===== src/hdl/bkst_pkg.sv =====
package bkst_pkg;

    localparam int unsigned KEY_SLOTS_DEF = 512;
    localparam int unsigned BUTTONS       = 5;
    localparam int unsigned BTN_W         = 3;
    localparam int unsigned KEY_W         = 9;
    localparam int unsigned ST_W          = 3;
    localparam int unsigned TIME_W        = 32;
    localparam int unsigned COORD_W       = 16;
    localparam int unsigned THR_W         = 8;
    localparam int unsigned OP_W          = 4;
    localparam int unsigned CFG_IDX_W     = 2;
    localparam int unsigned CFG_DATA_W    = 16;

    // Life cycle codes shared by buttons and keys.
    localparam logic [ST_W-1:0] ST_UP       = 3'd0;
    localparam logic [ST_W-1:0] ST_PRESSED  = 3'd1;
    localparam logic [ST_W-1:0] ST_DOWN     = 3'd2;
    localparam logic [ST_W-1:0] ST_RELEASED = 3'd3;
    localparam logic [ST_W-1:0] ST_PRESSREL = 3'd4;
    localparam logic [ST_W-1:0] ST_DCLICK   = 3'd5;
    localparam logic [ST_W-1:0] ST_DRAG     = 3'd6;

    localparam logic [OP_W-1:0] OP_PRESS     = 4'd0;
    localparam logic [OP_W-1:0] OP_RELEASE   = 4'd1;
    localparam logic [OP_W-1:0] OP_MOVE      = 4'd2;
    localparam logic [OP_W-1:0] OP_WHEEL     = 4'd3;
    localparam logic [OP_W-1:0] OP_KEY_DOWN  = 4'd4;
    localparam logic [OP_W-1:0] OP_KEY_UP    = 4'd5;
    localparam logic [OP_W-1:0] OP_FRAME     = 4'd6;
    localparam logic [OP_W-1:0] OP_UNFOCUS   = 4'd7;
    localparam logic [OP_W-1:0] OP_INIT      = 4'd8;
    localparam logic [OP_W-1:0] OP_QUERY_BTN = 4'd9;
    localparam logic [OP_W-1:0] OP_QUERY_KEY = 4'd10;

    localparam logic [BTN_W-1:0] BTN_MIDDLE   = 3'd2;
    localparam logic [BTN_W-1:0] BTN_WHEEL_UP = 3'd3;
    localparam logic [BTN_W-1:0] BTN_WHEEL_DN = 3'd4;

    localparam logic [CFG_IDX_W-1:0] CFG_DCLICK   = 2'd0;
    localparam logic [CFG_IDX_W-1:0] CFG_DRAG_THR = 2'd1;
    localparam logic [CFG_IDX_W-1:0] CFG_SCR_W    = 2'd2;
    localparam logic [CFG_IDX_W-1:0] CFG_SCR_H    = 2'd3;

    localparam logic [15:0]      DCLICK_RST   = 16'd250;
    localparam logic [THR_W-1:0] DRAG_THR_RST = 8'd5;

    typedef struct packed {
        logic [OP_W-1:0]    op;
        logic [BTN_W-1:0]   button;
        logic [KEY_W-1:0]   key_code;
        logic [COORD_W-1:0] pos_x;
        logic [COORD_W-1:0] pos_y;
        logic [TIME_W-1:0]  now_ms;
        logic               middle_held;
        logic               wheel_up;
    } t_item;

    typedef struct packed {
        logic               is_down;
        logic               pressed_now;
        logic               released_now;
        logic               double_clicked;
        logic               dragging;
        logic [COORD_W-1:0] origin_x;
        logic [COORD_W-1:0] origin_y;
    } t_result;

    typedef struct packed {
        logic [15:0]        dclick_ms;
        logic [THR_W-1:0]   drag_thr;
        logic [COORD_W-1:0] scr_w;
        logic [COORD_W-1:0] scr_h;
    } t_cfg;

    function automatic logic may_press(input logic [ST_W-1:0] s);
        return (s == ST_UP) || (s == ST_RELEASED) || (s == ST_PRESSREL);
    endfunction

    function automatic logic [ST_W-1:0] age(input logic [ST_W-1:0] s);
        logic [ST_W-1:0] r;
        r = s;
        if (s == ST_PRESSED) begin
            r = ST_DOWN;
        end else if (s == ST_RELEASED || s == ST_PRESSREL || s == ST_DCLICK) begin
            r = ST_UP;
        end
        return r;
    endfunction

    function automatic t_result make_result(input logic [ST_W-1:0] st,
                                            input logic [COORD_W-1:0] ox,
                                            input logic [COORD_W-1:0] oy);
        t_result r;
        r.is_down        = (st != ST_UP);
        r.pressed_now    = (st == ST_PRESSED) || (st == ST_PRESSREL) || (st == ST_DCLICK);
        r.released_now   = (st == ST_RELEASED) || (st == ST_PRESSREL) || (st == ST_DCLICK);
        r.double_clicked = (st == ST_DCLICK);
        r.dragging       = (st == ST_DRAG);
        r.origin_x       = ox;
        r.origin_y       = oy;
        return r;
    endfunction

endpackage


===== src/hdl/bkst_stream_if.sv =====
interface bkst_stream_if #(parameter type T = logic);
    logic valid;
    logic ready;
    T     data;

    modport source (output valid, output data, input ready);
    modport sink (input valid, input data, output ready);
endinterface


===== src/hdl/bkst_ram.sv =====
module bkst_ram #(
    parameter int unsigned WIDTH = 8,
    parameter int unsigned DEPTH = 16
) (
    input  logic                     i_clk,
    input  logic                     i_we,
    input  logic [$clog2(DEPTH)-1:0] i_waddr,
    input  logic [WIDTH-1:0]         i_wdata,
    input  logic                     i_re,
    input  logic [$clog2(DEPTH)-1:0] i_raddr,
    output logic [WIDTH-1:0]         o_rdata
);

    logic [WIDTH-1:0] r_mem [DEPTH];
    logic [WIDTH-1:0] r_rdata;

    always_ff @(posedge i_clk) begin
        if (i_we) begin
            r_mem[i_waddr] <= i_wdata;
        end
        if (i_re) begin
            r_rdata <= r_mem[i_raddr];
        end
    end

    assign o_rdata = r_rdata;

endmodule


===== src/hdl/bkst_engine.sv =====
module bkst_engine #(
    parameter int unsigned KEY_SLOTS = bkst_pkg::KEY_SLOTS_DEF
) (
    input  logic            i_clk,
    input  logic            i_rst_n,
    input  bkst_pkg::t_cfg  i_cfg,
    bkst_stream_if.sink     i_item,
    bkst_stream_if.source   o_result
);

    import bkst_pkg::*;

    localparam int unsigned KW = $clog2(KEY_SLOTS);
    localparam int unsigned CW = $clog2(KEY_SLOTS + 1);
    localparam int unsigned BW = TIME_W + ST_W;

    typedef enum logic [2:0] {
        S_IDLE,
        S_EXEC,
        S_SWEEP,
        S_RPT_RD,
        S_RPT_OUT
    } t_fsm;

    typedef enum logic [1:0] {
        SW_CLEAR,
        SW_FRAME,
        SW_UNFOCUS,
        SW_INIT
    } t_sweep;

    t_fsm               r_fsm;
    t_sweep             r_mode;
    logic [CW-1:0]      r_cnt;
    logic               r_wr_pend;
    logic [KW-1:0]      r_wr_idx;
    t_item              r_it;
    logic [KW-1:0]      r_kaddr;
    logic               r_kvalid;
    logic               r_bvalid;
    logic               r_drag_btn;
    logic [COORD_W-1:0] r_org_x;
    logic [COORD_W-1:0] r_org_y;
    logic [COORD_W-1:0] r_ptr_x;
    logic [COORD_W-1:0] r_ptr_y;
    logic               r_mid_up;
    logic               r_out_vld;
    t_result            r_out;

    t_item              item;
    logic               accept;
    logic               out_free;
    logic [KW-1:0]      in_kaddr;
    logic               in_kvalid;
    logic               in_bvalid;

    logic               k_we;
    logic [KW-1:0]      k_waddr;
    logic [ST_W-1:0]    k_wdata;
    logic               k_re;
    logic [KW-1:0]      k_raddr;
    logic [ST_W-1:0]    k_rdata;

    logic               b_we;
    logic [BTN_W-1:0]   b_waddr;
    logic [BW-1:0]      b_wdata;
    logic               b_re;
    logic [BTN_W-1:0]   b_raddr;
    logic [BW-1:0]      b_rdata;
    logic [ST_W-1:0]    b_state;
    logic [TIME_W-1:0]  b_last;

    logic [TIME_W-1:0]  n_elapsed;
    logic               n_dclick;
    logic [COORD_W-1:0] n_dx;
    logic [COORD_W-1:0] n_dy;
    logic               n_far;
    logic [ST_W-1:0]    n_drag_state;
    logic [BTN_W-1:0]   n_wheel_idx;
    logic [ST_W-1:0]    n_rep;
    logic               n_out_load;
    logic               n_exec_done;
    logic               n_go_rpt;
    logic               n_drag_set;
    logic [COORD_W-1:0] n_org_x;
    logic [COORD_W-1:0] n_org_y;

    function automatic logic [ST_W-1:0] sweep_state(input t_sweep m,
                                                     input logic [ST_W-1:0] s);
        logic [ST_W-1:0] r;
        case (m)
            SW_FRAME: begin
                r = age(s);
            end
            SW_UNFOCUS: begin
                r = ST_RELEASED;
            end
            default: begin
                r = ST_UP;
            end
        endcase
        return r;
    endfunction

    assign item      = i_item.data;
    assign accept    = i_item.valid && i_item.ready;
    assign out_free  = !r_out_vld || o_result.ready;
    assign in_kaddr  = KW'(item.key_code);
    assign in_kvalid = (32'(item.key_code) < KEY_SLOTS);
    assign in_bvalid = (item.button < BTN_W'(BUTTONS));

    assign b_state = b_rdata[ST_W-1:0];
    assign b_last  = b_rdata[BW-1:ST_W];

    // Press timing against the button entry just read, and drag distance from the drag origin.
    assign n_elapsed   = r_it.now_ms - b_last;
    assign n_dclick    = (n_elapsed < TIME_W'(i_cfg.dclick_ms));
    assign n_dx        = (r_org_x > r_it.pos_x) ? (r_org_x - r_it.pos_x)
                                                : (r_it.pos_x - r_org_x);
    assign n_dy        = (r_org_y > r_it.pos_y) ? (r_org_y - r_it.pos_y)
                                                : (r_it.pos_y - r_org_y);
    assign n_far       = (n_dx > COORD_W'(i_cfg.drag_thr)) || (n_dy > COORD_W'(i_cfg.drag_thr));
    assign n_wheel_idx = r_it.wheel_up ? BTN_WHEEL_UP : BTN_WHEEL_DN;

    always_comb begin
        k_re         = 1'b0;
        k_raddr      = in_kaddr;
        k_we         = 1'b0;
        k_waddr      = r_kaddr;
        k_wdata      = ST_UP;
        b_re         = 1'b0;
        b_raddr      = item.button;
        b_we         = 1'b0;
        b_waddr      = r_it.button;
        b_wdata      = {b_last, ST_UP};
        n_rep        = ST_UP;
        n_out_load   = 1'b0;
        n_exec_done  = 1'b0;
        n_go_rpt     = 1'b0;
        n_drag_set   = 1'b0;
        n_drag_state = b_state;
        n_org_x      = r_org_x;
        n_org_y      = r_org_y;

        case (r_fsm)
            S_IDLE: begin
                if (accept) begin
                    if (item.op == OP_KEY_DOWN || item.op == OP_KEY_UP ||
                        item.op == OP_QUERY_KEY) begin
                        k_re = in_kvalid;
                    end else if (item.op == OP_MOVE) begin
                        b_re    = 1'b1;
                        b_raddr = BTN_W'(r_drag_btn);
                    end else if (item.op == OP_INIT) begin
                        n_org_x = {1'b0, i_cfg.scr_w[COORD_W-1:1]};
                        n_org_y = {1'b0, i_cfg.scr_h[COORD_W-1:1]};
                    end else if (item.op != OP_FRAME && item.op != OP_UNFOCUS) begin
                        b_re = in_bvalid;
                    end
                end
            end

            S_EXEC: begin
                if (out_free) begin
                    n_exec_done = 1'b1;
                    n_out_load  = 1'b1;
                    case (r_it.op)
                        OP_PRESS: begin
                            n_rep = r_bvalid ? b_state : ST_UP;
                            if (r_bvalid && may_press(b_state)) begin
                                b_we = 1'b1;
                                if (r_it.middle_held) begin
                                    b_wdata = {{TIME_W{1'b0}}, ST_PRESSED};
                                end else if (n_dclick) begin
                                    b_wdata = {{TIME_W{1'b0}}, ST_DCLICK};
                                end else begin
                                    b_wdata = {r_it.now_ms, ST_PRESSED};
                                end
                                n_rep = b_wdata[ST_W-1:0];
                                // Left and right presses anchor a possible drag.
                                if (r_it.button < BTN_MIDDLE) begin
                                    n_drag_set = 1'b1;
                                    n_org_x    = r_ptr_x;
                                    n_org_y    = r_ptr_y;
                                end
                            end
                        end
                        OP_RELEASE: begin
                            n_rep = r_bvalid ? b_state : ST_UP;
                            if (r_bvalid) begin
                                if (b_state == ST_PRESSED) begin
                                    b_we    = 1'b1;
                                    b_wdata = {b_last, ST_PRESSREL};
                                    n_rep   = ST_PRESSREL;
                                end else if (b_state == ST_DOWN || b_state == ST_DRAG ||
                                             b_state == ST_DCLICK) begin
                                    b_we    = 1'b1;
                                    b_wdata = {b_last, ST_RELEASED};
                                    n_rep   = ST_RELEASED;
                                end
                            end
                        end
                        OP_MOVE: begin
                            b_waddr = BTN_W'(r_drag_btn);
                            if (r_mid_up && (b_state == ST_PRESSED || b_state == ST_DOWN) &&
                                n_far) begin
                                b_we         = 1'b1;
                                b_wdata      = {b_last, ST_DRAG};
                                n_drag_state = ST_DRAG;
                            end
                            if (!r_bvalid) begin
                                n_rep = ST_UP;
                            end else if (r_it.button == BTN_W'(r_drag_btn)) begin
                                n_rep = n_drag_state;
                            end else begin
                                // Addressed button was not read; fetch it after the write.
                                n_out_load = 1'b0;
                                n_go_rpt   = 1'b1;
                            end
                        end
                        OP_WHEEL: begin
                            b_we    = 1'b1;
                            b_waddr = n_wheel_idx;
                            b_wdata = {r_it.now_ms, ST_PRESSED};
                            if (!r_bvalid) begin
                                n_rep = ST_UP;
                            end else if (r_it.button == n_wheel_idx) begin
                                n_rep = ST_PRESSED;
                            end else begin
                                n_rep = b_state;
                            end
                        end
                        OP_KEY_DOWN: begin
                            n_rep = r_kvalid ? k_rdata : ST_UP;
                            if (r_kvalid && may_press(k_rdata)) begin
                                k_we    = 1'b1;
                                k_wdata = ST_PRESSED;
                                n_rep   = ST_PRESSED;
                            end
                        end
                        OP_KEY_UP: begin
                            n_rep = r_kvalid ? k_rdata : ST_UP;
                            if (r_kvalid && k_rdata == ST_PRESSED) begin
                                k_we    = 1'b1;
                                k_wdata = ST_PRESSREL;
                                n_rep   = ST_PRESSREL;
                            end else if (r_kvalid && k_rdata == ST_DOWN) begin
                                k_we    = 1'b1;
                                k_wdata = ST_RELEASED;
                                n_rep   = ST_RELEASED;
                            end
                        end
                        OP_QUERY_KEY: begin
                            n_rep = r_kvalid ? k_rdata : ST_UP;
                        end
                        default: begin
                            n_rep = r_bvalid ? b_state : ST_UP;
                        end
                    endcase
                end
            end

            S_SWEEP: begin
                // Read entry r_cnt while writing back the entry read in the previous cycle.
                if (r_cnt != CW'(KEY_SLOTS)) begin
                    k_re    = 1'b1;
                    k_raddr = r_cnt[KW-1:0];
                    if (r_cnt < CW'(BUTTONS)) begin
                        b_re    = 1'b1;
                        b_raddr = r_cnt[BTN_W-1:0];
                    end
                end
                if (r_wr_pend) begin
                    k_we    = 1'b1;
                    k_waddr = r_wr_idx;
                    k_wdata = sweep_state(r_mode, k_rdata);
                    if (r_wr_idx < KW'(BUTTONS)) begin
                        b_we    = 1'b1;
                        b_waddr = r_wr_idx[BTN_W-1:0];
                        b_wdata = {(r_mode == SW_CLEAR) ? {TIME_W{1'b0}} : b_last,
                                   sweep_state(r_mode, b_state)};
                    end
                end
            end

            S_RPT_RD: begin
                b_re    = r_bvalid;
                b_raddr = r_it.button;
            end

            S_RPT_OUT: begin
                if (out_free) begin
                    n_out_load = 1'b1;
                    n_rep      = r_bvalid ? b_state : ST_UP;
                end
            end

            default: begin
            end
        endcase
    end

    always_ff @(posedge i_clk) begin
        if (!i_rst_n) begin
            r_fsm      <= S_SWEEP;
            r_mode     <= SW_CLEAR;
            r_cnt      <= '0;
            r_wr_pend  <= 1'b0;
            r_out_vld  <= 1'b0;
            r_drag_btn <= 1'b0;
            r_org_x    <= '0;
            r_org_y    <= '0;
            r_ptr_x    <= '0;
            r_ptr_y    <= '0;
            r_mid_up   <= 1'b1;
        end else begin
            r_org_x <= n_org_x;
            r_org_y <= n_org_y;

            if (o_result.ready) begin
                r_out_vld <= 1'b0;
            end
            if (n_out_load) begin
                r_out_vld <= 1'b1;
                r_out     <= make_result(n_rep, n_org_x, n_org_y);
            end

            if (b_we && b_waddr == BTN_MIDDLE) begin
                r_mid_up <= (b_wdata[ST_W-1:0] == ST_UP);
            end
            if (n_drag_set) begin
                r_drag_btn <= r_it.button[0];
            end

            case (r_fsm)
                S_IDLE: begin
                    if (accept) begin
                        r_it      <= item;
                        r_kaddr   <= in_kaddr;
                        r_kvalid  <= in_kvalid;
                        r_bvalid  <= in_bvalid;
                        r_cnt     <= '0;
                        r_wr_pend <= 1'b0;
                        case (item.op)
                            OP_FRAME: begin
                                r_mode <= SW_FRAME;
                                r_fsm  <= S_SWEEP;
                            end
                            OP_UNFOCUS: begin
                                r_mode <= SW_UNFOCUS;
                                r_fsm  <= S_SWEEP;
                            end
                            OP_INIT: begin
                                r_mode     <= SW_INIT;
                                r_fsm      <= S_SWEEP;
                                r_drag_btn <= 1'b0;
                            end
                            default: begin
                                r_fsm <= S_EXEC;
                            end
                        endcase
                    end
                end
                S_EXEC: begin
                    if (n_exec_done) begin
                        if (r_it.op == OP_MOVE) begin
                            r_ptr_x <= r_it.pos_x;
                            r_ptr_y <= r_it.pos_y;
                        end
                        r_fsm <= n_go_rpt ? S_RPT_RD : S_IDLE;
                    end
                end
                S_SWEEP: begin
                    r_wr_pend <= (r_cnt != CW'(KEY_SLOTS));
                    r_wr_idx  <= r_cnt[KW-1:0];
                    if (r_cnt != CW'(KEY_SLOTS)) begin
                        r_cnt <= r_cnt + 1'b1;
                    end else begin
                        r_fsm <= (r_mode == SW_CLEAR) ? S_IDLE : S_RPT_RD;
                    end
                end
                S_RPT_RD: begin
                    r_fsm <= S_RPT_OUT;
                end
                S_RPT_OUT: begin
                    if (out_free) begin
                        r_fsm <= S_IDLE;
                    end
                end
                default: begin
                    r_fsm <= S_IDLE;
                end
            endcase
        end
    end

    assign i_item.ready   = (r_fsm == S_IDLE);
    assign o_result.valid = r_out_vld;
    assign o_result.data  = r_out;

    bkst_ram #(
        .WIDTH (ST_W),
        .DEPTH (KEY_SLOTS)
    ) u_key_ram (
        .i_clk   (i_clk),
        .i_we    (k_we),
        .i_waddr (k_waddr),
        .i_wdata (k_wdata),
        .i_re    (k_re),
        .i_raddr (k_raddr),
        .o_rdata (k_rdata)
    );

    bkst_ram #(
        .WIDTH (BW),
        .DEPTH (BUTTONS)
    ) u_btn_ram (
        .i_clk   (i_clk),
        .i_we    (b_we),
        .i_waddr (b_waddr),
        .i_wdata (b_wdata),
        .i_re    (b_re),
        .i_raddr (b_raddr),
        .o_rdata (b_rdata)
    );

endmodule


===== src/hdl/button_key_state_tracker.sv =====
// Pointer button and key state tracker. Each input word carries one event (press, release,
// move, wheel, key down, key up, frame, focus loss, init or a query) and yields exactly one
// result word with the flags of the addressed button or key and the current drag origin.
// Key states live in a KEY_SLOTS-entry memory and button states with their last press time
// in a five-entry memory, both with a registered read; every event but a query is a
// read-modify-write through them. Press, release, wheel, key events and queries read the
// entry when the word is accepted, then update it and load the output register once that
// register is free. A move whose addressed button is not the drag button reads the
// addressed button again after the drag button has been written. Frame, focus loss and
// init walk the whole key table one entry per cycle. After reset the block clears both
// memories in a pass during which no input word is accepted; configuration writes are
// taken at any time but must only be issued while the block is idle. The output register
// holds a finished result while the next input word is accepted and started.
module button_key_state_tracker #(
    parameter int unsigned KEY_SLOTS = bkst_pkg::KEY_SLOTS_DEF
) (
    input  logic                               i_clk,
    input  logic                               i_rst_n,
    bkst_stream_if.sink                        i_item,
    bkst_stream_if.source                      o_result,
    input  logic                               i_cfg_we,
    input  logic [bkst_pkg::CFG_IDX_W-1:0]     i_cfg_idx,
    input  logic [bkst_pkg::CFG_DATA_W-1:0]    i_cfg_data
);

    import bkst_pkg::*;

    t_cfg       r_cfg;
    logic [1:0] r_pend;
    logic [1:0] n_pend;

    // Configuration registers; unused upper data bits are dropped per register width.
    always_ff @(posedge i_clk) begin
        if (!i_rst_n) begin
            r_cfg.dclick_ms <= DCLICK_RST;
            r_cfg.drag_thr  <= DRAG_THR_RST;
            r_cfg.scr_w     <= '0;
            r_cfg.scr_h     <= '0;
        end else if (i_cfg_we) begin
            case (i_cfg_idx)
                CFG_DCLICK: begin
                    r_cfg.dclick_ms <= i_cfg_data;
                end
                CFG_DRAG_THR: begin
                    r_cfg.drag_thr <= i_cfg_data[THR_W-1:0];
                end
                CFG_SCR_W: begin
                    r_cfg.scr_w <= i_cfg_data;
                end
                CFG_SCR_H: begin
                    r_cfg.scr_h <= i_cfg_data;
                end
                default: begin
                end
            endcase
        end
    end

    bkst_engine #(
        .KEY_SLOTS (KEY_SLOTS)
    ) u_engine (
        .i_clk    (i_clk),
        .i_rst_n  (i_rst_n),
        .i_cfg    (r_cfg),
        .i_item   (i_item),
        .o_result (o_result)
    );

    // Words accepted whose result has not yet been taken.
    assign n_pend = r_pend + 2'(i_item.valid && i_item.ready)
                           - 2'(o_result.valid && o_result.ready);

    always_ff @(posedge i_clk) begin
        if (!i_rst_n) begin
            r_pend <= '0;
        end else begin
            r_pend <= n_pend;
        end
    end

    // Only one word is worked on at a time.
    a_one_at_a_time: assert property (@(posedge i_clk) disable iff (!i_rst_n)
        (i_item.valid && i_item.ready) |=> !i_item.ready)
        else $error("input accepted on the cycle after an acceptance");

    // When the block takes a new word, at most one earlier result is still waiting.
    a_pend_bound: assert property (@(posedge i_clk) disable iff (!i_rst_n)
        i_item.ready |-> (r_pend <= 2'd1))
        else $error("input ready with more than one result outstanding");

    // No result is offered without a word that caused it.
    a_no_spurious: assert property (@(posedge i_clk) disable iff (!i_rst_n)
        (r_pend == 2'd0) |-> !o_result.valid)
        else $error("result offered with no word outstanding");

endmodule

===== src/flat_wrapper.sv =====
// flat-port wrapper written by rule: the top's interface ports become plain ports
module button_key_state_tracker_flat import bkst_pkg::*;
#(
    parameter int unsigned KEY_SLOTS = bkst_pkg::KEY_SLOTS_DEF
)
  (i_clk, i_rst_n, i_cfg_we, i_cfg_idx, i_cfg_data, i_item_valid, i_item_data, i_item_ready, o_result_valid, o_result_data, o_result_ready);
  bkst_stream_if i_item_i ();
  bkst_stream_if o_result_i ();
  input  logic i_clk;
  input  logic i_rst_n;
  input  logic i_cfg_we;
  input  logic [bkst_pkg::CFG_IDX_W-1:0] i_cfg_idx;
  input  logic [bkst_pkg::CFG_DATA_W-1:0] i_cfg_data;
  input wire logic [$bits(i_item_i.valid)-1:0] i_item_valid;
  input wire logic [$bits(i_item_i.data)-1:0] i_item_data;
  output wire logic [$bits(i_item_i.ready)-1:0] i_item_ready;
  output wire logic [$bits(o_result_i.valid)-1:0] o_result_valid;
  output wire logic [$bits(o_result_i.data)-1:0] o_result_data;
  input wire logic [$bits(o_result_i.ready)-1:0] o_result_ready;
  assign i_item_i.valid = i_item_valid;
  assign i_item_i.data = i_item_data;
  assign i_item_ready = i_item_i.ready;
  assign o_result_valid = o_result_i.valid;
  assign o_result_data = o_result_i.data;
  assign o_result_i.ready = o_result_ready;
  button_key_state_tracker #(.KEY_SLOTS(KEY_SLOTS)) u_core (.i_clk(i_clk), .i_rst_n(i_rst_n), .i_item(i_item_i), .o_result(o_result_i), .i_cfg_we(i_cfg_we), .i_cfg_idx(i_cfg_idx), .i_cfg_data(i_cfg_data));
endmodule

===== config.mk =====
export PLATFORM = sky130hd
export DESIGN_NAME = button_key_state_tracker_flat
export DESIGN_NICKNAME = d
export VERILOG_FILES = /design/src/hdl/bkst_pkg.sv /design/src/hdl/bkst_stream_if.sv /design/src/hdl/bkst_ram.sv /design/src/hdl/bkst_engine.sv /design/src/hdl/button_key_state_tracker.sv /design/src/flat_wrapper.sv
export SDC_FILE = /design/constraint.sdc
export NUM_CORES = 1
export LEC_CHECK = 0
export ABC_AREA = 1
export BUFFER_PORTS_ARGS = -buffer_cell sky130_fd_sc_hd__buf_2
export CAP_MARGIN = 40
export CORE_ASPECT_RATIO = 0.9
export CORE_UTILIZATION = 42
export CTS_BUF_LIST = sky130_fd_sc_hd__clkbuf_16
export DETAILED_ROUTE_END_ITERATION = 10
export PLACE_DENSITY_LB_ADDON = 0.15
export SYNTH_ARGS = -nofsm -noshare
export SYNTH_HDL_FRONTEND = slang
export SYNTH_SLANG_ARGS = --single-unit

===== constraint.sdc =====
create_clock -name i_clk -period 3 [get_ports i_clk]
set_clock_uncertainty 0.15 [all_clocks]
set_input_delay 0.6 -clock i_clk [delete_from_list [all_inputs] [get_ports i_clk]]
set_output_delay 0.6 -clock i_clk [all_outputs]
set_load 0.02 [all_outputs]

==> results of run 1 <==
[stage by stage]
step | cell area (um2) | std cells | worst slack, ns | total power (uW) | hold WS [ns]
2_1_floorplan | 1569 | 189 | 1.109 | 535.4 | 0.2759
3_3_place_gp | 1609 | 229 | 0.9932 | 541.5 | 0.2881
3_5_place_dp | 1609 | 229 | 0.9157 | 543.4 | 0.2950
4_1_cts | 1747 | 237 | 0.9081 | 1016 | 0.3046
5_1_grt | 1747 | 237 | 0.6648 | 1033 | 0.3590
6_report | 1747 | 237 | 0.9263 | 998.9 | 0.3049
[layout make-up]
| type | instances | area, um2 |
|---|---|---|
| multi-input combinational | 118 | 614.3 |
| tap | 44 | 55.05 |
| clock inverter | 3 | 12.51 |
| fill | 331 | 1732 |
| inverter | 29 | 108.9 |
| sequential | 32 | 800.8 |
| timing repair buffer | 6 | 30.03 |
| clock buffer | 5 | 125.1 |
[worst reg2reg max path: stages, from the launching register on]
cell     delay [ns]
dfxtp_1        0.52
inv_1          0.12
ha_1           0.23
nand3_1        0.08
nor3_1         0.04
nand2_1        0.08
nand2_2        0.10
nand2_1        0.21
nand3_1        0.16
o21ai_0        0.18
nand2_1        0.06
nor2_1         0.08
[cells by family after synthesis]
kind of cell               count (synthesis)  synth area share
buffers and inverters                     39           0.09808
adders and majority gates                  2           0.01595
and+or+nand+nor                           91            0.2927
AOI/OAI and AO/OA                         25           0.08294
DFF                                       32            0.5104
[path summary, 6_finish.rpt]
path | slack [ns] | to | cells after the start | from
max | 0.93 | u_core.u_engine.r_cnt[7] | 11 | u_core.u_engine.r_cnt[0]
min | 0.30 | u_core.u_engine.r_org_y[0] | 2 | u_core.u_engine.r_org_y[0]
max reg2reg | 0.93 | u_core.u_engine.r_cnt[7] | 11 | u_core.u_engine.r_cnt[0]
min reg2reg | 0.30 | u_core.u_engine.r_org_y[0] | 2 | u_core.u_engine.r_org_y[0]
[routing by layer]
| metal | vias up | track usage | part of all wire |
|---|---|---|---|
| li1 | 618 | - | - |
| met1 | 543 | 0.1929 | 0.45 |
| met2 | 21 | 0.2886 | 0.49 |
| met3 | 2 | 0.04580 | 0.048 |
| met4 | 0 | 0.08207 | 0.0080 |
| met5 | - | 0 | 0 |
[placed cells by master, fill, tap and decap left out]
master,synthesis,final
a21oi_1,15,15
buf_2,0,6
clkbuf_16,0,5
clkinv_2,0,1
dfxtp_1,16,16
edfxtp_1,16,16
ha_1,2,2
inv_1,26,28
inv_2,3,3
nand2_1,38,38
nand2_2,2,2
nand3_1,12,12
nand3_4,1,1
nand3b_1,2,2
nand4_1,3,3
nor2_1,19,19
nor2_4,1,1
nor2_8,1,1
nor3_1,6,6
nor3_4,2,2
nor4_1,2,2
o211ai_1,1,1
o21ai_0,8,8
o21bai_1,1,1
or2_2,1,1
or2_4,1,1
[power by group]
part           internal [uW]  switching (uW)  leakage [uW]
combinational           19.8            30.9      0.000396
clock                    299             166     0.0000762
sequential               473            11.2      0.000283
[sequential cells by signal, indices dropped and copies added, names as in the netlist]
signal / count
u_core.u_engine.u_btn_ram.o_rdata: 1
u_core.u_engine.r_wr_pend: 1
u_core.u_engine.r_wr_idx: 9
u_core.u_engine.u_btn_ram.r_mem: 5
u_core.u_engine.r_org_y: 1
u_core.u_engine.o_result.valid: 1
u_core.u_engine.o_result.data: 1
u_core.u_engine.r_cnt: 10
u_core.u_engine.r_fsm: 3
==> metrics.md, run 1 <==
| Metric | Value |
|---|---|
| Flops & latches, synth | `32` |
| CP Data Required Time | `3.06 ns` |
| DRC violations left | `0` |
| Worst Setup End Kind | `flop` |
| Leak pwr | `0.0007551 uW` |
| WL/cell | `12.12 um` |
| Worst-Margin Slew | `0.6988 ns` |
| Synth top cells by count | `nand2_1, inv_1, nor2_1` |
| Mapped Area | `1569 um2` |
| Critical path launch point type | `flop` |
| Die Height | `59.99 um` |
| H-tree depth | `2` |
| Buffers & Inverters on Critical Path | `1` |
| Area leader, netlist | `edfxtp_1` |
| RD Place Congestion | `0.8529` |
| RSZ-0062 raised after global routing | `false` |
| Share of cells above drive strength 1 | `0.1244` |
| Post-synth EDFFs | `16` |
| Cell family with most CP delay | `simple AND/OR/NAND/NOR gates` |
| Initial core utilization | `0.4511` |
| Cells after synthesis | `189` |
| Pre-Repair DR Iteration Count | `4` |
| Crit-path max FO | `8` |
| Setup Fix Bufs, Post-CTS | `0` |
| Root buffer cell | `clkbuf_16` |
| Final core utilization | `0.5022` |
| Post-CTS sizing | `0` |
| First-pass GRT wire length | `4816 um` |
| Dominant synthesized flop cell | `edfxtp_1` |
| Critical Setup Path Class | `flop to flop` |
| Syn_nets | `215` |
| # clock sinks | `32` |
| Seq/Total Area, Yosys | `0.5104` |
| Fmax | `482.2 MHz` |
| Endpoints failing hold | `0` |
| Core area | `3478 um2` |
| I/O pins | `27` |
| Inserted Clock Buffers | `5` |
| Cells along the critical path | `inv_1 > ha_1 > nand3_1 > nor3_1 > nand2_1 > nand2_2 > nand2_1 > nand3_1 > o21ai_0 > nand2_1 > nor2_1` |
| Mean Syn Cell Area | `8.302 um2` |
| DR iter-0 viols | `62` |
| Synth top area share | `0.3062` |
| Dpl hpwl | `2155 um` |
| CTS tree | `done` |
| Chip Width | `66.43 um` |
| Outcome | `finished, final reports clean` |
| Max-cap violations | `0` |
| WL final | `2872 um` |
| Post-synthesis to final-layout area growth | `11.32%` |
| Vias in the first global route | `1136` |
| Grt ovf | `0` |
| Syn. warnings | `0` |
| Clock Pin Slew Worst Setup and Hold Paths | `0.05 ns` |
| Final period utilization | `0.6912` |
| Via count | `1184` |
| DR vias/cell | `4.996` |
| Most numerous cell in the Yosys netlist | `nand2_1` |
| Finish-stage setup viols | `0` |
| Cell variety after synth | `25` |
| Final slew viol count | `0` |
| Slowest CP cell | `dfxtp_1` |
| Crit path DAT | `2.14 ns` |
| Antenna violations before repair | `0` |
| Worst path max stage delay | `0.52 ns` |
| Min cycle time layout | `2.074 ns` |
| DRT antenna net count | `0` |
| Port Buffers | `6` |
| Synth area leaders | `edfxtp_1, dfxtp_1, nand2_1` |
| Clock latency on the worst-skew pair | `0.27 ns` |
| Most frequent CP cell | `nand2_1` |
| Clock Tree Buf Depth | `2` |
| Hold Crit Class | `flop to flop` |
| Share of flip-flops with an asynchronous set or reset | `0` |
| Cell Rows | `20` |
| Antenna Cells | `0` |
| VDD IR max | `0.3933 mV` |
| Setup tns final | `0 ns` |
| Post-CTS Hold Buffers | `0` |
| Total GRT Usage | `0.1677` |
| Pwr dens | `571.9 nW/um2` |
| Die Area | `3985 um2` |
| Largest net degree at the start of global routing | `12` |
| NumNets Final | `218` |
| Slew margin rel. | `0.5324` |
Power figures use the tool's default switching activity.
==> run 2, diff against run 1 <==
CORE_UTILIZATION = 36   (was 42)
clock period = 1.8 ns   (was 3 ns; I/O delays follow)
==> metrics.md, run 2 (synthesis gave the netlist of run 1 again) <==
| Metric | Value |
|---|---|
| WL/cell | `12.26 um (+1.2%)` |
| Share of cells above drive strength 1 | `0.2930 (+0.1687)` |
| Via count | `1271 (+7.3%)` |
| Biggest regs | `u_core.u_engine.r_cnt x10, u_core.u_engine.r_wr_idx x9, u_core.u_engine.u_btn_ram.r_mem x5` |
| Cells along the critical path | `or2_4 > nor2_8 > inv_2 > nor2_1 > nand2_1 > inv_1 > nand2_1 > nor2_1` |
| Inserted Clock Buffers | `5 (unchanged)` |
| Max-cap violations | `0 (unchanged)` |
| First-pass GRT wire length | `5313 um (+10%)` |
| Fmax | `578.6 MHz (+20%)` |
| Commonest cells after routing, fill and taps aside | `nand2_1, inv_1, buf_4` |
| Hold Crit Class | `input port to flop` |
| Slowest CP cell | `dfxtp_1` |
| Cell family with most CP delay | `simple AND/OR/NAND/NOR gates` |
| Port Buffers | `6 (unchanged)` |
| Pre-Repair DR Iteration Count | `4 (unchanged)` |
| Clock Tree Buf Depth | `2 (unchanged)` |
| Critical path origin | `u_core.u_engine.r_fsm[0]` |
| Worst Setup End Kind | `flop` |
| NumNets Final | `240 (+10%)` |
| Placed Instance Area | `1729 um2 (+7.5%)` |
| Slack of the worst reg-to-reg path | `0.07 ns (-0.85 ns)` |
| Setup tns final | `0 ns (unchanged)` |
| Crit path DAT | `1.55 ns (-0.59 ns)` |
| RSZ-0062 raised after global routing | `true` |
| Crit-path max FO | `5 (-3)` |
| Top reg by flops | `u_core.u_engine.r_cnt` |
| Outcome | `finished, final reports clean` |
| Endpoints failing hold | `0 (unchanged)` |
| CP Data Required Time | `1.62 ns (-1.44 ns)` |
| Min cycle time layout | `1.728 ns (-0.3453 ns)` |
| RR Endpoint | `u_core.u_engine.u_btn_ram.r_mem[2][0]` |
| Most common cell after layout, fill and taps aside | `nand2_1` |
| DR vias/cell | `4.833 (-3.3%)` |
| Final slew viol count | `0 (unchanged)` |
| Clock Pin Slew Worst Setup and Hold Paths | `0.05 ns (about the same)` |
| Final-layout fill cell count | `397 (+20%)` |
| Chip Width | `71.59 um (+7.8%)` |
| DRT antenna net count | `0 (unchanged)` |
| Final Instance Count excl. Fillers | `263 (+11%)` |
| Antenna violations before repair | `0 (unchanged)` |
| DR iter-0 viols | `35 (-44%)` |
| # clock sinks | `32 (unchanged)` |
| Min-delay src | `i_rst_n` |
| Critical path launch point type | `flop` |
| Clock latency on the worst-skew pair | `0.27 ns (about the same)` |
| Buffers & Inverters on Critical Path | `2 (+1)` |
| Worst-Margin Slew | `0.3561 ns (-0.3427 ns)` |
| Largest register FFs | `10 (unchanged)` |
| WHS | `0.1517 ns (-0.1532 ns)` |
| I/O pins | `27 (unchanged)` |
| Largest net degree at the start of global routing | `12 (unchanged)` |
| Initial core utilization | `0.3800 (-0.07108)` |
| Final period utilization | `0.9602 (+0.2690)` |
| RD Place Congestion | `0.9451 (+11%)` |
| Reg2Reg Launch Point | `u_core.u_engine.r_fsm[0]` |
| Register-to-Register Path Depth | `8 (-3)` |
| Slew margin rel. | `0.7604 (+0.2280)` |
| Core area | `4129 um2 (+19%)` |
| Worst path max stage delay | `0.31 ns (-0.21 ns)` |
| Cell Rows | `22 (+10%)` |
| Post-route cell area | `1978 um2 (+13%)` |
| Die Height | `64.63 um (+7.7%)` |
| VDD IR max | `0.4222 mV (+7.4%)` |
| Vias in the first global route | `1218 (+7.2%)` |
| WL final | `3224 um (+12%)` |
| H-tree depth | `2 (unchanged)` |
| Pwr dens | `855.1 nW/um2 (+50%)` |
| Post-CTS Hold Buffers | `0 (unchanged)` |
| Antenna Cells | `0 (unchanged)` |
| Post-synthesis to final-layout area growth | `26.08%` |
| WHS Endpoint | `u_core.u_engine.r_fsm[1]` |
| Total GRT Usage | `0.1541 (-0.01361)` |
| Hold Crit Depth | `2 (unchanged)` |
| CTS tree | `done` |
| DRC violations left | `0 (unchanged)` |
| Die Area | `4627 um2 (+16%)` |
| Grt ovf | `0 (unchanged)` |
| Leak pwr | `0.0008683 uW (+15%)` |
| Post-Place Cells | `248 (+8.3%)` |
| Dpl hpwl | `2404 um (+12%)` |
| Finish-stage setup viols | `0 (unchanged)` |
| Root buffer cell | `clkbuf_16` |
| Critical Setup Path Class | `flop to flop` |
==> run 2: cell count changes in the layout (fill, tap and decap cells not counted), moves of 3 or more <==
cell and delta:
nand2_1 -4, buf_4 +22, nand2_2 +3, dfxtp_1 -5, inv_1 -3, o21ai_1 +3
o21ai_0 -4, nor2_2 +3, nor2_1 -5, dfxtp_2 +5
==> run 2: metrics by stage <==
stage / power [uW] / utilization / worst slack (ns)
3_5_place_dp: 920.7 / 0.4188 / 0.0007432
5_1_grt: 1760 / 0.4791 / -0.03111
6_report: 1692 / 0.4791 / 0.07162
2_1_floorplan: 892.4 / - / 0.01543
4_1_cts: 1696 / 0.4536 / 0.0002705
3_3_place_gp: 918.6 / 0.4188 / 0.04580
==> run 2: worst register-to-register path: cells and delay by family (launching register included) <==
kind / cells / cell delay [ns]
and+or+nand+nor: 6 / 0.83
buffers and inverters: 2 / 0.16
DFF: 1 / 0.31
==> run 2: what timing repair did <==
item                                    in CTS  in global routing
endpoints found under the setup margin       1                 12
hold endpoints to repair                     0                  0
pin swaps                                    1                 12
buffers inserted                             1                  6
gates resized for setup                      0                 25
==> run 2: how the worst max path moves through the flow <==
stage / to / cells after the start
finish: u_core.u_engine.u_btn_ram.r_mem[2][0] / 8
global route: u_core.u_engine.u_btn_ram.o_rdata[0] / 10
detailed placement: u_core.u_engine.u_btn_ram.o_rdata[0] / 10
global placement: u_core.u_engine.r_cnt[7] / 8
floorplan: u_core.u_engine.u_btn_ram.o_rdata[0] / 11
CTS: u_core.u_engine.u_btn_ram.o_rdata[0] / 10
==> run 2: area by class of cell <==
class                           instances  area (um2)  area share
Clock buffer                            5       125.1     0.06325
Tap cell                               48       60.06     0.03036
Clock inverter                          3       11.26    0.005693
Timing Repair Buffer                   28       195.2     0.09867
Sequential cell                        32       807.0      0.4080
Multi-Input combinational cell        118       668.1      0.3378
Inverter                               29       111.4     0.05629
==> run 2: report_power, final <==
group | switching, uW | internal [uW] | leakage, uW
Clock | 269 | 496 | 0.0000701
Combinational | 72.2 | 56.0 | 0.000513
Sequential | 9.61 | 789 | 0.000285
Total | 351 | 1340 | 0.000868
==> run 2: metal layers <==
layer  wire length, um  track usage  up-vias
li1                  -            -      661
met1              1524       0.1853      585
met2              1534       0.2595       17
met3                91      0.03733        8
met4                74      0.07353        0
met5                 0            0        -
==> run 3, diff against run 2 <==
ABC_AREA = unset   (was 1)
CORE_UTILIZATION = 34   (was 36)
==> metrics.md, run 3 <==
| Metric | Value |
|---|---|
| Outcome | `finished, violations left` |
| Violated checks | `negative setup slack` |
| DR vias/cell | `4.895 (+1.3%)` |
| DR iter-0 viols | `36 (+2.9%)` |
| Post-synth EDFFs | `16 (unchanged)` |
| Port Buffers | `6 (unchanged)` |
| M1 WL | `1422 um (-6.7%)` |
| NumNets Final | `187 (-22%)` |
| Slack of the worst reg-to-reg path | `-0.14 ns (-0.21 ns)` |
| Seq/Total Area, Yosys | `0.5527 (+0.04231)` |
| H-tree depth | `2 (unchanged)` |
| Post-CTS Hold Buffers | `0 (unchanged)` |
| Clock Tree Buf Depth | `2 (unchanged)` |
| Final slew viol count | `0 (unchanged)` |
| I/O pins | `27 (unchanged)` |
| DRT antenna net count | `0 (unchanged)` |
| Crit-path max FO | `2 (-3)` |
| Final WS setup | `-0.1424 ns (-0.2140 ns)` |
| Die Area | `4527 um2 (-2.2%)` |
| Synth area leaders | `edfxtp_1, dfxtp_1, xor2_1` |
| Worst Setup End Kind | `flop` |
| Clock latency on the worst-skew pair | `0.27 ns (about the same)` |
| Dpl hpwl | `2014 um (-16%)` |
| Grt ovf | `0 (unchanged)` |
| Biggest regs | `u_core.u_engine.r_cnt x10, u_core.u_engine.r_wr_idx x9, u_core.u_engine.u_btn_ram.r_mem x5` |
| Reg2Reg Launch Point | `u_core.u_engine.r_cnt[5]` |
| Critical path origin | `u_core.u_engine.r_cnt[5]` |
| Pwr Total | `2986 uW (+77%)` |
| Clock Pin Slew Worst Setup and Hold Paths | `0.05 ns (about the same)` |
| Register-to-Register Path Depth | `7 (-1)` |
| Slew margin rel. | `0.7449 (-0.01551)` |
| Dpl ws | `-0.2932 ns (-0.2939 ns)` |
| Mean Syn Cell Area | `9.659 um2 (+16%)` |
| Synth top area share | `0.3316 (+0.02539)` |
| Critical Setup Path Class | `flop to flop` |
| Initial core utilization | `0.3557 (-0.02435)` |
| Cell Rows | `22 (unchanged)` |
| CP Depth | `7 (-1)` |
| Inserted Clock Buffers | `5 (unchanged)` |
| Top reg by flops | `u_core.u_engine.r_cnt` |
| Endpoints failing hold | `0 (unchanged)` |
| VDD IR max | `0.6134 mV (+45%)` |
| Crit path DAT | `1.82 ns (+0.27 ns)` |
| CTS tree | `done` |
| Pwr dens | `1612 nW/um2 (+88%)` |
| Max-cap violations | `0 (unchanged)` |
| Buffers & Inverters on Critical Path | `0 (-2)` |
| Chip Width | `70.81 um (-1.1%)` |
| RSZ-0062 raised after global routing | `true` |
| Share of flip-flops with an asynchronous set or reset | `0 (unchanged)` |
| Mapped Area | `1449 um2 (-7.7%)` |
| WL met2 | `1245 um (-19%)` |
| Final-layout fill cell count | `404 (+1.8%)` |
| Antenna violations before repair | `0 (unchanged)` |
| Met3 wire length | `56 um (-38%)` |
| Area leader, netlist | `edfxtp_1` |
| Post-Place Cells | `201 (-19%)` |
| DRC violations left | `0 (unchanged)` |
| Syn_nets | `176 (-18%)` |
| RD Place Congestion | `0.7991 (-15%)` |
| Cell family with most CP delay | `compound AO/OA/AOI/OAI gates` |
| First-pass GRT wire length | `4533 um (-15%)` |
| Cells after synthesis | `150 (-21%)` |
| RR Endpoint | `u_core.u_engine.u_btn_ram.o_rdata[0]` |
| Leak pwr | `0.0007389 uW (-15%)` |
| Die Height | `63.93 um (-1.1%)` |
| Syn. warnings | `0 (unchanged)` |
| Dominant synthesized flop cell | `edfxtp_1` |
| Finish-stage setup viols | `8 (+8)` |
| Core area | `4074 um2 (-1.3%)` |
| Critical path launch point type | `flop` |
| Pre-Repair DR Iteration Count | `4 (unchanged)` |
| Flops & latches, synth | `32 (unchanged)` |
| Share of cells above drive strength 1 | `0.3272 (+0.03414)` |
| Via count | `1028 (-19%)` |
| Largest register FFs | `10 (unchanged)` |
| Cell variety after synth | `32 (+28%)` |
| Slowest CP cell | `dfxtp_2` |
| Final period utilization | `1.079 (+0.1189)` |
| Commonest cells after routing, fill and taps aside | `buf_4, edfxtp_1, nor2_1` |
| Root buffer cell | `clkbuf_16` |
| Total GRT Usage | `0.1357 (-0.01835)` |
| Antenna Cells | `0 (unchanged)` |
| Final core utilization | `0.4549 (-0.02424)` |
| Post-synthesis to final-layout area growth | `27.89%` |
| Vias in the first global route | `988 (-19%)` |
| Worst path max stage delay | `0.33 ns (+0.02 ns)` |
| # clock sinks | `32 (unchanged)` |
| WL/cell | `13.22 um (+7.9%)` |
| Hold Crit Class | `input port to flop` |
| Most common cell after layout, fill and taps aside | `buf_4` |
| WL final | `2777 um (-14%)` |
| Min cycle time layout | `1.942 ns (+0.2140 ns)` |
| Final Instance Count excl. Fillers | `210 (-20%)` |
| Top Metal Used | `met4` |
| Worst-Margin Slew | `0.3819 ns (+0.02577 ns)` |
| Cells along the critical path | `nor4_4 > nand2_2 > a2111oi_4 > nand2_1 > a211o_1 > a21oi_2 > nor2_1` |
| Crit path to | `u_core.u_engine.u_btn_ram.o_rdata[0]` |
| CP Data Required Time | `1.68 ns (+0.06 ns)` |
| Largest net degree at the start of global routing | `12 (unchanged)` |
| Fmax | `514.8 MHz (-11%)` |
| Synth top cells by count | `dfxtp_1, edfxtp_1, nand2_1` |
## run 3: timing repair
action / 4_1_cts / 5_1_grt
pin swaps: 9 / 4
setup buffers: 0 / 1
gates resized for setup: 11 / 8
setup endpoints to repair: 10 / 15
## run 3: worst min-delay path by stage
| stage | startpoint | endpoint | slack, ns | cells after the start |
|---|---|---|---|---|
| 5_1_grt | i_rst_n | u_core.u_engine.r_fsm[1] | 0.21 | 2 |
| 6_report | i_rst_n | u_core.u_engine.r_fsm[1] | 0.20 | 2 |
| 3_3_place_gp | u_core.u_engine.r_wr_pend | u_core.u_engine.r_wr_pend | 0.32 | 2 |
| 3_5_place_dp | u_core.u_engine.r_wr_pend | u_core.u_engine.r_wr_pend | 0.33 | 2 |
| 2_1_floorplan | u_core.u_engine.r_cnt[1] | u_core.u_engine.r_wr_idx[1] | 0.28 | 0 |
| 4_1_cts | i_item_valid | u_core.u_engine.r_fsm[0] | 0.19 | 3 |
## run 3: worst reg2reg max path, delay by kind of cell, from the launching register on
family | cells | cell delay, ns
AO/OA/AOI/OAI | 3 | 0.66
flip-flops | 1 | 0.33
AND/OR/NAND/NOR | 4 | 0.54
## run 3: cell type report
cell class / instances / area [um2] / area share
inverters: 4 / 15.01 / 0.008103
well taps: 48 / 60.06 / 0.03241
clock inverters: 3 / 15.01 / 0.008103
repair buffers: 26 / 183.9 / 0.09926
clock buffers: 5 / 125.1 / 0.06752
multi-input cells: 92 / 649.4 / 0.3504
flip-flops and latches: 32 / 804.5 / 0.4342
## run 3: logic make-up (layout without fill, tap and decap cells)
| kind of cell | after synthesis | in the layout | share of synthesized area |
|---|---|---|---|
| AO/OA/AOI/OAI | 16 | 16 | 0.07686 |
| XOR/XNOR | 9 | 9 | 0.05441 |
| adder cells (fa/ha/maj) | 2 | 2 | 0.01727 |
| buffers and inverters | 26 | 38 | 0.06736 |
| flip-flops | 32 | 32 | 0.5527 |
| multiplexers | 1 | 1 | 0.006909 |
| AND/OR/NAND/NOR | 64 | 64 | 0.2245 |
## run 3: where the power goes
group	switching (uW)	internal [uW]
sequential	75.4	977
combinational	621	523
clock	286	504
## run 3: per-layer routing
| layer | GRT usage | vias to the layer above |
|---|---|---|
| li1 | - | 520 |
| met1 | 0.1800 | 498 |
| met2 | 0.1995 | 5 |
| met3 | 0.04259 | 5 |
| met4 | 0.06750 | 0 |
| met5 | 0 | - |
## run 3: per-stage QoR
step / hold WS [ns] / setup TNS (ns) / cell area, um2
final: 0.2015 / -0.5931 / 1853
after global routing: 0.2123 / -1.524 / 1853
after CTS: 0.1929 / -0.4958 / 1813
after detailed placement: 0.3298 / -1.391 / 1627
after global placement: 0.3228 / -1.453 / 1627
after floorplan: 0.2810 / -0.9015 / 1485
